File: src/sv/aue_pkg.sv
// Shared types and constants of the unwind bytecode executor.
package aue_pkg;

    localparam int unsigned STACK_SIZE_DEF = 8192;

    localparam int unsigned GPR_DEPTH  = 16;
    localparam int unsigned GPR_AW     = 4;
    localparam int unsigned IN_TDATA_W  = 168;
    localparam int unsigned OUT_TDATA_W = 168;

    localparam logic [3:0] REG_FP = 4'd11;
    localparam logic [3:0] REG_SP = 4'd13;
    localparam logic [3:0] REG_LR = 4'd14;
    localparam logic [3:0] REG_PC = 4'd15;

    localparam logic [7:0]  OP_FINISH    = 8'hb0;
    localparam logic [7:0]  OP_POP_LOW   = 8'hb1;
    localparam logic [7:0]  OP_VSP_LARGE = 8'hb2;
    localparam logic [7:0]  OP_CLASS_MSK = 8'hc0;
    localparam logic [7:0]  OP_CLASS_INC = 8'h00;
    localparam logic [7:0]  OP_CLASS_DEC = 8'h40;
    localparam logic [7:0]  OP_HI_MSK    = 8'hf0;
    localparam logic [7:0]  OP_POP_MASK  = 8'h80;
    localparam logic [7:0]  OP_SET_VSP   = 8'h90;
    localparam logic [7:0]  OP_POP_RUN   = 8'ha0;
    localparam logic [7:0]  OP_BAD_VSP   = 8'h0d;
    localparam logic [31:0] VSP_LARGE_BASE = 32'h0000_0204;

    typedef enum logic [1:0] {
        MD_START  = 2'd0,
        MD_OPCODE = 2'd1,
        MD_WORD   = 2'd2,
        MD_FINISH = 2'd3
    } t_mode;

    typedef enum logic [1:0] {
        ST_OK   = 2'd0,
        ST_READ = 2'd1,
        ST_DONE = 2'd2,
        ST_FAIL = 2'd3
    } t_status;

    typedef enum logic [2:0] {
        FC_NONE      = 3'd0,
        FC_REFUSE    = 3'd1,
        FC_SPARE     = 3'd2,
        FC_UNHANDLED = 3'd3,
        FC_BOUNDS    = 3'd4,
        FC_LOOP      = 3'd5,
        FC_UNEXP     = 3'd6
    } t_fail;

    typedef struct packed {
        t_mode       mode;
        logic [31:0] frame_fp;
        logic [31:0] frame_sp;
        logic [31:0] frame_lr;
        logic [31:0] frame_pc;
        logic [7:0]  opcode_byte;
        logic [31:0] stack_word;
    } t_item;

    typedef struct packed {
        t_status     status;
        logic [31:0] read_address;
        t_fail       fail_code;
        logic [31:0] out_fp;
        logic [31:0] out_sp;
        logic [31:0] out_lr;
        logic [31:0] out_pc;
    } t_result;

    typedef struct packed {
        logic              en;
        logic              clr;
        logic [GPR_AW-1:0] addr;
        logic [31:0]       data;
    } t_gpr_wr;

endpackage

File: src/sv/aue_gpr_mem.sv
// Virtual register file memory with per-entry valid bits and write forwarding.
module aue_gpr_mem
    import aue_pkg::*;
(
    input  logic              i_clk,
    input  logic              i_rst_n,
    input  logic              i_rd_en,
    input  logic [GPR_AW-1:0] i_rd_addr,
    input  t_gpr_wr           i_wr,
    output logic [31:0]       o_rd_value
);

    logic [31:0]          r_mem [GPR_DEPTH];
    logic [31:0]          r_rd_data;
    logic [GPR_AW-1:0]    r_rd_addr;
    logic [GPR_DEPTH-1:0] r_valid;
    logic                 r_fwd_valid;
    logic [GPR_AW-1:0]    r_fwd_addr;
    logic [31:0]          r_fwd_data;

    always_ff @(posedge i_clk) begin
        if (i_wr.en) begin
            r_mem[i_wr.addr] <= i_wr.data;
        end
        if (i_rd_en) begin
            r_rd_data <= r_mem[i_rd_addr];
            r_rd_addr <= i_rd_addr;
        end
        if (i_wr.en) begin
            r_fwd_addr <= i_wr.addr;
            r_fwd_data <= i_wr.data;
        end
    end

    always_ff @(posedge i_clk) begin
        if (!i_rst_n) begin
            r_valid     <= '0;
            r_fwd_valid <= 1'b0;
        end else if (i_wr.clr) begin
            r_valid     <= '0;
            r_fwd_valid <= 1'b0;
        end else if (i_wr.en) begin
            r_valid[i_wr.addr] <= 1'b1;
            r_fwd_valid        <= 1'b1;
        end
    end

    always_comb begin
        if (!r_valid[r_rd_addr]) begin
            o_rd_value = '0;
        end else if (r_fwd_valid && (r_fwd_addr == r_rd_addr)) begin
            o_rd_value = r_fwd_data;
        end else begin
            o_rd_value = r_rd_data;
        end
    end

    a_fwd_valid: assert property (@(posedge i_clk) disable iff (!i_rst_n)
        r_fwd_valid |-> r_valid[r_fwd_addr])
        else $error("forwarded entry not marked valid");

endmodule

File: src/sv/aue_core.sv
// Unwind opcode execution and frame state registers.
module aue_core
    import aue_pkg::*;
#(
    parameter int unsigned STACK_SIZE = STACK_SIZE_DEF
) (
    input  logic        i_clk,
    input  logic        i_rst_n,
    input  logic        i_commit,
    input  t_item       i_item,
    input  logic [31:0] i_gpr,
    output t_result     o_res,
    output t_gpr_wr     o_wr
);

    localparam logic [31:0] C_MASK = 32'(STACK_SIZE - 1);

    logic [31:0] r_fp, r_sp, r_lr, r_pc, n_fp, n_sp, n_lr, n_pc;
    logic [7:0]  r_pend, n_pend;
    logic        r_await, n_await;
    logic [15:0] r_mask, n_mask;
    logic [3:0]  r_idx, n_idx;
    logic [31:0] r_vsp, n_vsp;
    logic        r_keep, n_keep;
    logic [31:0] r_low, n_low, r_high, n_high, r_entry, n_entry;
    logic        r_ended, n_ended, r_failed, n_failed;

    logic        w_fail, w_chk, w_pop;
    t_fail       w_code;
    logic [15:0] w_pop_mask, w_left;
    logic        w_pop_keep;
    logic [11:0] w_m12;
    logic [31:0] w_src;
    t_gpr_wr     w_wr;

    function automatic logic [3:0] lowest(input logic [15:0] m);
        logic [3:0] k;
        k = 4'd15;
        for (int i = 14; i >= 0; i--) begin
            if (m[i]) begin
                k = 4'(i);
            end
        end
        return k;
    endfunction

    always_comb begin
        n_fp = r_fp; n_sp = r_sp; n_lr = r_lr; n_pc = r_pc;
        n_pend = r_pend; n_await = r_await; n_mask = r_mask; n_idx = r_idx;
        n_vsp = r_vsp; n_keep = r_keep; n_low = r_low; n_high = r_high;
        n_entry = r_entry; n_ended = r_ended; n_failed = r_failed;
        w_fail = 1'b0; w_chk = 1'b0; w_pop = 1'b0; w_code = FC_NONE;
        w_pop_mask = '0; w_pop_keep = 1'b0; w_left = '0;
        w_m12 = {r_pend[3:0], i_item.opcode_byte};
        w_src = (i_item.opcode_byte[3:0] == REG_FP) ? r_fp :
                (i_item.opcode_byte[3:0] == REG_LR) ? r_lr : i_gpr;
        w_wr = '0;
        o_res = '0;
        o_res.status = ST_OK;
        o_res.fail_code = FC_NONE;

        if (i_item.mode == MD_START) begin
            n_fp = i_item.frame_fp; n_sp = i_item.frame_sp;
            n_lr = i_item.frame_lr; n_pc = '0;
            n_pend = '0; n_await = 1'b0; n_mask = '0; n_idx = '0;
            n_vsp = '0; n_keep = 1'b0; n_ended = 1'b0; n_failed = 1'b0;
            n_entry = i_item.frame_pc;
            n_low = i_item.frame_sp;
            n_high = (i_item.frame_sp + C_MASK) & ~C_MASK;
            w_wr.clr = 1'b1;
        end else if (r_failed) begin
            o_res.status = ST_FAIL;
            o_res.fail_code = FC_UNEXP;
        end else begin
            case (i_item.mode)
                MD_OPCODE: begin
                    if (r_await) begin
                        n_await = 1'b0;
                        if (r_pend == OP_POP_LOW) begin
                            if (i_item.opcode_byte == 8'd0 ||
                                (i_item.opcode_byte & OP_HI_MSK) != 8'd0) begin
                                w_fail = 1'b1; w_code = FC_SPARE;
                            end else begin
                                w_pop = 1'b1;
                                w_pop_mask = {8'd0, i_item.opcode_byte};
                            end
                        end else if (r_pend == OP_VSP_LARGE) begin
                            n_sp = r_sp + VSP_LARGE_BASE +
                                   {22'd0, i_item.opcode_byte, 2'b00};
                            w_chk = 1'b1;
                        end else if (w_m12 == 12'd0) begin
                            w_fail = 1'b1; w_code = FC_REFUSE;
                        end else begin
                            w_pop = 1'b1;
                            w_pop_mask = {w_m12, 4'd0};
                            w_pop_keep = w_m12[9];
                        end
                    end else if (r_ended || r_mask != 16'd0) begin
                        w_fail = 1'b1; w_code = FC_UNEXP;
                    end else if ((i_item.opcode_byte & OP_CLASS_MSK) == OP_CLASS_INC) begin
                        n_sp = r_sp + {24'd0, i_item.opcode_byte[5:0], 2'b00} + 32'd4;
                        w_chk = 1'b1;
                    end else if ((i_item.opcode_byte & OP_CLASS_MSK) == OP_CLASS_DEC) begin
                        n_sp = r_sp - ({24'd0, i_item.opcode_byte[5:0], 2'b00} + 32'd4);
                        w_chk = 1'b1;
                    end else if ((i_item.opcode_byte & OP_HI_MSK) == OP_POP_MASK ||
                                 i_item.opcode_byte == OP_POP_LOW ||
                                 i_item.opcode_byte == OP_VSP_LARGE) begin
                        n_pend = i_item.opcode_byte;
                        n_await = 1'b1;
                    end else if ((i_item.opcode_byte & OP_HI_MSK) == OP_SET_VSP) begin
                        if ((i_item.opcode_byte & OP_BAD_VSP) == OP_BAD_VSP) begin
                            w_fail = 1'b1; w_code = FC_UNHANDLED;
                        end else begin
                            n_sp = w_src;
                            w_chk = 1'b1;
                        end
                    end else if ((i_item.opcode_byte & OP_HI_MSK) == OP_POP_RUN) begin
                        w_pop = 1'b1;
                        for (int i = 0; i < 8; i++) begin
                            w_pop_mask[4+i] = (3'(i) <= i_item.opcode_byte[2:0]);
                        end
                        if (i_item.opcode_byte[3]) begin
                            w_pop_mask[REG_LR] = 1'b1;
                        end
                    end else if (i_item.opcode_byte == OP_FINISH) begin
                        if (r_pc == 32'd0) begin
                            n_pc = r_lr;
                        end
                        n_ended = 1'b1;
                        w_chk = 1'b1;
                    end else begin
                        w_fail = 1'b1; w_code = FC_UNHANDLED;
                    end
                end
                MD_WORD: begin
                    if (r_mask == 16'd0) begin
                        w_fail = 1'b1; w_code = FC_UNEXP;
                    end else begin
                        w_wr.en = 1'b1;
                        w_wr.addr = r_idx;
                        w_wr.data = i_item.stack_word;
                        case (r_idx)
                            REG_FP:  n_fp = i_item.stack_word;
                            REG_SP:  n_sp = i_item.stack_word;
                            REG_LR:  n_lr = i_item.stack_word;
                            REG_PC:  n_pc = i_item.stack_word;
                            default: ;
                        endcase
                        n_vsp = r_vsp + 32'd4;
                        w_left = r_mask & ~(16'd1 << r_idx);
                        n_mask = w_left;
                        if (w_left != 16'd0) begin
                            n_idx = lowest(w_left);
                            o_res.status = ST_READ;
                            o_res.read_address = n_vsp;
                        end else begin
                            if (!r_keep) begin
                                n_sp = n_vsp;
                            end
                            w_chk = 1'b1;
                        end
                    end
                end
                MD_FINISH: begin
                    if (r_await || r_mask != 16'd0) begin
                        w_fail = 1'b1; w_code = FC_UNEXP;
                    end else begin
                        if (r_pc == 32'd0) begin
                            n_pc = r_lr;
                        end
                        n_ended = 1'b1;
                        if (n_pc == r_entry) begin
                            w_fail = 1'b1; w_code = FC_LOOP;
                        end else begin
                            o_res.status = ST_DONE;
                        end
                    end
                end
                default: ;
            endcase

            if (w_pop) begin
                n_mask = w_pop_mask;
                n_keep = w_pop_keep;
                n_vsp = r_sp;
                n_idx = lowest(w_pop_mask);
                o_res.status = ST_READ;
                o_res.read_address = r_sp;
            end
            if (w_chk && (n_sp < r_low || n_sp >= r_high)) begin
                w_fail = 1'b1; w_code = FC_BOUNDS;
            end
            if (w_fail) begin
                n_failed = 1'b1;
                n_await = 1'b0;
                n_mask = '0;
                o_res.status = ST_FAIL;
                o_res.read_address = '0;
                o_res.fail_code = w_code;
            end
        end

        o_res.out_fp = n_fp;
        o_res.out_sp = n_sp;
        o_res.out_lr = n_lr;
        o_res.out_pc = n_pc;
    end

    always_comb begin
        o_wr = w_wr;
        o_wr.en = w_wr.en & i_commit;
        o_wr.clr = w_wr.clr & i_commit;
    end

    always_ff @(posedge i_clk) begin
        if (!i_rst_n) begin
            r_fp <= '0; r_sp <= '0; r_lr <= '0; r_pc <= '0;
            r_pend <= '0; r_idx <= '0; r_vsp <= '0;
            r_low <= '0; r_high <= '0; r_entry <= '0;
        end else if (i_commit) begin
            r_fp <= n_fp; r_sp <= n_sp; r_lr <= n_lr; r_pc <= n_pc;
            r_pend <= n_pend; r_idx <= n_idx; r_vsp <= n_vsp;
            r_low <= n_low; r_high <= n_high; r_entry <= n_entry;
        end
    end

    always_ff @(posedge i_clk) begin
        if (!i_rst_n) begin
            r_await  <= 1'b0;
            r_mask   <= '0;
            r_keep   <= 1'b0;
            r_ended  <= 1'b0;
            r_failed <= 1'b0;
        end else if (i_commit) begin
            r_await  <= n_await;
            r_mask   <= n_mask;
            r_keep   <= n_keep;
            r_ended  <= n_ended;
            r_failed <= n_failed;
        end
    end

    a_pop_excl: assert property (@(posedge i_clk) disable iff (!i_rst_n)
        (r_mask != 16'd0) |-> !r_await)
        else $error("pop pending while waiting for second byte");

    a_failed_idle: assert property (@(posedge i_clk) disable iff (!i_rst_n)
        r_failed |-> (r_mask == 16'd0 && !r_await))
        else $error("failed frame still has work pending");

endmodule

File: src/sv/arm_unwind_bytecode_executor_top.sv
// Top level: stream ports, execute stage and output register of the unwind executor.
// Stages: input reg, execute, output reg. Throughput: one item per cycle when no
// backpressure stalls the output; the register file memory is read at input transfer
// and written back at execute, with a forward path covering a write and read of one entry.
// The output register holds a result under backpressure while the execute stage fills.
// Reset: synchronous active-low i_rst_n clears all frame state and pipeline valids.
module arm_unwind_bytecode_executor_top
    import aue_pkg::*;
#(
    parameter int unsigned STACK_SIZE = STACK_SIZE_DEF
) (
    input  logic                   i_clk,
    input  logic                   i_rst_n,
    input  logic                   s_axis_tvalid,
    output logic                   s_axis_tready,
    // frame_fp, frame_sp, frame_lr, frame_pc, opcode_byte, stack_word
    input  logic [IN_TDATA_W-1:0]  s_axis_tdata,
    // mode
    input  logic [1:0]             s_axis_tuser,
    output logic                   m_axis_tvalid,
    input  logic                   m_axis_tready,
    // read_address, fail_code, out_fp, out_sp, out_lr, out_pc, zero pad
    output logic [OUT_TDATA_W-1:0] m_axis_tdata,
    // status
    output logic [1:0]             m_axis_tuser
);

    logic        r_s1_valid;
    t_item       r_s1_item;
    logic        r_out_valid;
    t_result     r_out;

    t_item       w_item;
    logic        w_accept, w_out_free, w_s1_adv;
    logic [31:0] w_gpr;
    t_result     w_res;
    t_gpr_wr     w_wr;

    always_comb begin
        w_item.mode        = t_mode'(s_axis_tuser);
        w_item.frame_fp    = s_axis_tdata[31:0];
        w_item.frame_sp    = s_axis_tdata[63:32];
        w_item.frame_lr    = s_axis_tdata[95:64];
        w_item.frame_pc    = s_axis_tdata[127:96];
        w_item.opcode_byte = s_axis_tdata[135:128];
        w_item.stack_word  = s_axis_tdata[167:136];
    end

    assign w_out_free    = !r_out_valid || m_axis_tready;
    assign w_s1_adv      = r_s1_valid && w_out_free;
    assign s_axis_tready = !r_s1_valid || w_s1_adv;
    assign w_accept      = s_axis_tvalid && s_axis_tready;

    aue_gpr_mem u_gpr (
        .i_clk      (i_clk),
        .i_rst_n    (i_rst_n),
        .i_rd_en    (w_accept),
        .i_rd_addr  (w_item.opcode_byte[GPR_AW-1:0]),
        .i_wr       (w_wr),
        .o_rd_value (w_gpr)
    );

    aue_core #(
        .STACK_SIZE (STACK_SIZE)
    ) u_core (
        .i_clk    (i_clk),
        .i_rst_n  (i_rst_n),
        .i_commit (w_s1_adv),
        .i_item   (r_s1_item),
        .i_gpr    (w_gpr),
        .o_res    (w_res),
        .o_wr     (w_wr)
    );

    always_ff @(posedge i_clk) begin
        if (w_accept) begin
            r_s1_item <= w_item;
        end
        if (w_s1_adv) begin
            r_out <= w_res;
        end
    end

    always_ff @(posedge i_clk) begin
        if (!i_rst_n) begin
            r_s1_valid  <= 1'b0;
            r_out_valid <= 1'b0;
        end else begin
            if (w_accept) begin
                r_s1_valid <= 1'b1;
            end else if (w_s1_adv) begin
                r_s1_valid <= 1'b0;
            end
            if (w_s1_adv) begin
                r_out_valid <= 1'b1;
            end else if (m_axis_tready) begin
                r_out_valid <= 1'b0;
            end
        end
    end

    assign m_axis_tvalid = r_out_valid;
    assign m_axis_tuser  = r_out.status;
    assign m_axis_tdata  = {5'd0, r_out.out_pc, r_out.out_lr, r_out.out_sp,
                            r_out.out_fp, r_out.fail_code, r_out.read_address};

    a_stall_blocks: assert property (@(posedge i_clk) disable iff (!i_rst_n)
        (r_s1_valid && !w_out_free) |-> !s_axis_tready)
        else $error("input taken while execute stage is stalled");

    a_code_clean: assert property (@(posedge i_clk) disable iff (!i_rst_n)
        (r_out_valid && r_out.status != ST_FAIL) |-> (r_out.fail_code == FC_NONE))
        else $error("fail code set on a non-failure result");

endmodule
File: config.mk
export PLATFORM = sky130hd
export DESIGN_NAME = arm_unwind_bytecode_executor_top
export DESIGN_NICKNAME = d
export VERILOG_FILES = /design/src/sv/aue_pkg.sv /design/src/sv/aue_gpr_mem.sv /design/src/sv/aue_core.sv /design/src/sv/arm_unwind_bytecode_executor_top.sv
export SDC_FILE = /design/constraint.sdc
export NUM_CORES = 2
export LEC_CHECK = 0
export CAP_MARGIN = 25
export CORE_ASPECT_RATIO = 1.1
export CORE_MARGIN = 5
export CORE_UTILIZATION = 40
export CTS_BUF_LIST = sky130_fd_sc_hd__clkbuf_8
export DETAILED_ROUTE_END_ITERATION = 6
export DONT_BUFFER_PORTS = 1
export SETUP_SLACK_MARGIN = 0.3
export SLEW_MARGIN = 15
export SYNTH_ARGS = -nofsm -noshare
export SYNTH_HDL_FRONTEND = slang
export SYNTH_SLANG_ARGS = --single-unit
File: constraint.sdc
create_clock -name i_clk -period 8.1 [get_ports i_clk]
set_input_delay 0.81 -clock i_clk [delete_from_list [all_inputs] [get_ports i_clk]]
set_output_delay 0.81 -clock i_clk [all_outputs]
set_load 0.005 [all_outputs]
==> reports/results.tsv <==
metric	value	unit
reg-to-reg setup timing slack	630	ps
Post-Syn Area per Cell	12.2	um2
Seq cells post-synth	1209	
clock power share	40.2	%
wire length per cell	31.1	um
yosys warns	0	
Final Max Tran Viols	0	
initial antenna violation count	11	
Clock Sinks	1209	
Most common cell on crit path	buf_4	
ys async rst share	0	%
worst hold path depth	1	
vias in the first global route	39231	
Max VDD drop	0.000169	V
first-pass GRT wire length	292000	um
clock-pin slew on the worst setup and hold paths	70	ps
number of synthesized flops with an enable pin	915	
HP Start	s_axis_tdata[131]	
initial core utilization	40.1	%
Vias	40864	
# H-tree levels	4	
die area	146000	um2
Worst setup EP type	flip-flop	
DRC violations left	6	
Final Skew	64.6	ps
Synth Area in XOR/XNOR	1.84	%
DP HPWL	140000	um
RSZ-0062 raised after global routing	false	
Worst R2R End	u_core.r_mask[0]	
Psw	0.00352	W
Worst Path Max Fanout	30	
fin util	46.3	%
Filler cells	12289	
Switching Fraction	25.9	%
All-Layer GR Usage	28.1	%
drt via density	6.04	
MaxCap Viol Count	0	
Comb pwr share	9.1	%
layout cells sized above 1	15.2	%
Critical Path RT	8910	ps
Worst path slowest cell	dfxtp_1	
Main synth FF type	edfxtp_1	
Tightest Pin Transition	1200	ps
CTS tree	done	
Fmax	134	MHz
Num CTS Buffers	198	
failing checks	design-rule violations	
drt pass-1 iters	7	
site row count	143	
worst slack, placed	640	ps
multi-input logic area	20400	um2
final hold violation count	0	
setup_tns	0	ps
simple-gate portion of the synthesized area	11.0	%
largest family of logic cells by synthesized area	compound AO/OA/AOI/OAI gates	
P_int	0.0100	W
PortBufs	0	
clk root buf	clkbuf_8	
fin crit period	7470	ps
worst setup margin	628	ps
Power Dens Cells	213	nW/um2
Syn Inst Count	4541	
GP Congestion	1.02	
leak pwr	21.1	nW
Die Ht	400	um
final setup fails	0	
relative slew slack	19.1	%
crit-path cells	inv_1, o32a_1, or4_4, or3_1, buf_4, mux2_4, o22ai_2, ha_1, a21o_1, a21o_1, a221oi_1, o211ai_1, a2111oi_0, a21oi_1, a311o_1, a31oi_1, a41oi_2, buf_4, buf_4, nand3_4, buf_4, o22ai_1	
Die W	364	um
Sequential Power Share	50.7	%
outcome	finished, violations left	
post-synthesis adder-cell area fraction	1.98	%
placed cells	6209	
reg2reg path depth	22	
Core Region	138000	um2
FF-to-FF Start	u_core.r_idx[1]	
crit start category	flip-flop	
slowest stage delay, CP	840	ps
post-synthesis mux area share	9.48	%
Netlist cell types	94	
Initial DRC Count	5438	
Seq/Total Area, Yosys	60.4	%
Worst Hold Class	in -> reg	
area delta synth->final	15.3	%
hold endpoint	u_gpr.r_rd_data[20]	
largest net degree at the start of global routing	132	
Clock Latency Late Sink	950	ps
Routed Antenna Nets	0	
Routed Wire Length	210000	um
Synth Area in Compound Gates	12.2	%
Clock Path Buffers	3	
Post-Syn Area	55200	um2
io pins	346	
total grt overflow	0	
Post-CTS Setup Inserts	0	
nets	5031	
Tcrit/Tclk final	92.2	%
register cell area after layout	33400	um2
crit path kind	reg -> reg	
CP arrival	8290	ps
post-route insts no fill	6765	
==> synthesized netlist by cell type (all sizes together) (13+ instances only) <==
library cell	count	area share, %
and4	16	0.26
inv	118	0.80
ha	84	1.9
nor4	36	0.41
o221ai	16	0.25
nand4	34	0.39
nor2	304	2.1
o21a	21	0.29
clkbuf	268	1.8
or3	15	0.17
o21ai	316	2.9
a31o	26	0.41
a22oi	66	0.90
dfxtp	294	11
a222oi	17	0.31
xor2	43	0.68
xnor2	73	1.2
nand2	605	4.1
nor2b	23	0.26
and2	87	0.99
mux2i	123	2.2
a32oi	15	0.25
a211oi	37	0.54
a21oi	256	2.3
a31oi	27	0.31
o31ai	21	0.29
nand2b	16	0.18
a21o	35	0.48
buf	52	0.46
mux4	160	6.5
nand3	68	0.64
and3	38	0.43
o211ai	28	0.38
edfxtp	915	50
a221o	13	0.24
nor3	53	0.50
mux2	35	0.72
o22ai	23	0.39
a221oi	38	0.61
==> layer usage <==
layer	GRT usage (%)	wire length (um)	share of wire [%]
met5	0	14	0.0067
met1	35.5	80600	38
met3	6.21	17900	8.5
met2	44.6	97600	46
met4	16.8	14100	6.7
==> layout by cell type, fill, tap and decap left out, types with 20 or more instances in the layout <==
master and n:
mux2i_1 123, xnor2_1 73, clkinv_2 24, nand4_1 34, nand2_1 603, a21o_1 35
clkinv_1 40, mux4_2 160, buf_4 169, nor4_1 35, ha_1 83, a22oi_1 66
dfxtp_1 293, o211ai_1 28, nor2b_1 23, a211oi_1 32, o21ai_0 310, a21oi_1 256
o21a_1 21, a31o_2 26, mux2_2 33, nor2_1 284, dlygate4sd3_1 172, o31ai_1 20
xor2_1 43, a221oi_1 37, and2_1 86, nand3_1 66, and3_1 38, clkbuf_8 226
edfxtp_1 915, nor3_1 44, inv_1 168, a31oi_1 27
==> sequential cells by signal, indices dropped and copies added, names as in the netlist, 32 cells and up <==
| register | flops |
|---|---|
| u_gpr.r_mem | 512 |
| r_s1_item | 170 |
| m_axis_tdata | 163 |
| u_core.r_entry | 32 |
| u_core.r_fp | 32 |
| u_core.r_low | 32 |
| u_core.r_lr | 32 |
| u_core.r_pc | 32 |
| u_core.r_sp | 32 |
| u_core.r_vsp | 32 |
| u_gpr.r_fwd_data | 32 |
| u_gpr.r_rd_data | 32 |
==> power by group through the flow <==
stage                     logic, W  clock network, W  registers, W
after floorplan           0.000709                 0       0.00696
after global placement     0.00111                 0       0.00701
after detailed placement   0.00111                 0       0.00701
after CTS                  0.00120           0.00555       0.00688
after global routing       0.00129           0.00583       0.00688
final                      0.00123           0.00545       0.00688
==> through the flow <==
stage / hold slack [ps] / cell area, um2 / power [W]
2_1_floorplan: 432 / 55200 / 0.00767
3_3_place_gp: 442 / 57800 / 0.00812
3_5_place_dp: 446 / 57800 / 0.00812
4_1_cts: 37.3 / 63600 / 0.0136
5_1_grt: 93.2 / 63600 / 0.0140
6_report: 178 / 63700 / 0.0136
==> layout make-up <==
class                   count  share of cell area, %
flip-flops and latches   1209                   52.4
multi-input cells        2895                   32.0
clock buffers             226                   4.89
repair buffers            346                   4.86
well taps                1812                   3.56
clock inverters           143                   1.49
inverters                 121                  0.737
diodes                     13                 0.0511
==> worst max-delay path, delay by kind of cell (launching register included) <==
family,cells,cell delay [ps]
AO/OA/AOI/OAI,12,3460
buffers and inverters,5,1230
AND/OR/NAND/NOR,3,1110
flip-flops,1,840
multiplexers,1,330
adder cells (fa/ha/maj),1,330
==> logic make-up after synthesis <==
group,count (synthesis)
fa+ha+maj,86
compound gates,1036
mux,318
buf+inv,441
other cells,1
xor+xnor,116
flops,1209
simple gates,1334
==> worst max-delay path by stage <==
stage | cells past startpoint | from | end
after floorplan | 6 | m_axis_tready | m_axis_tdata[0]
after CTS | 22 | u_core.r_idx[0] | u_core.r_mask[0]
after detailed placement | 22 | u_core.r_idx[0] | u_core.r_mask[0]
after global routing | 28 | r_s1_item[33] | u_core.r_mask[0]
after global placement | 22 | u_core.r_idx[0] | u_core.r_mask[0]
final | 22 | u_core.r_idx[1] | u_core.r_mask[0]
==> what timing repair did <==
item	4_1_cts	5_1_grt
endpoints found under the hold margin	215	0
hold buffers	173	0
resized for setup	0	3
endpoints found under the setup margin	0	16
Power figures use the tool's default switching activity.
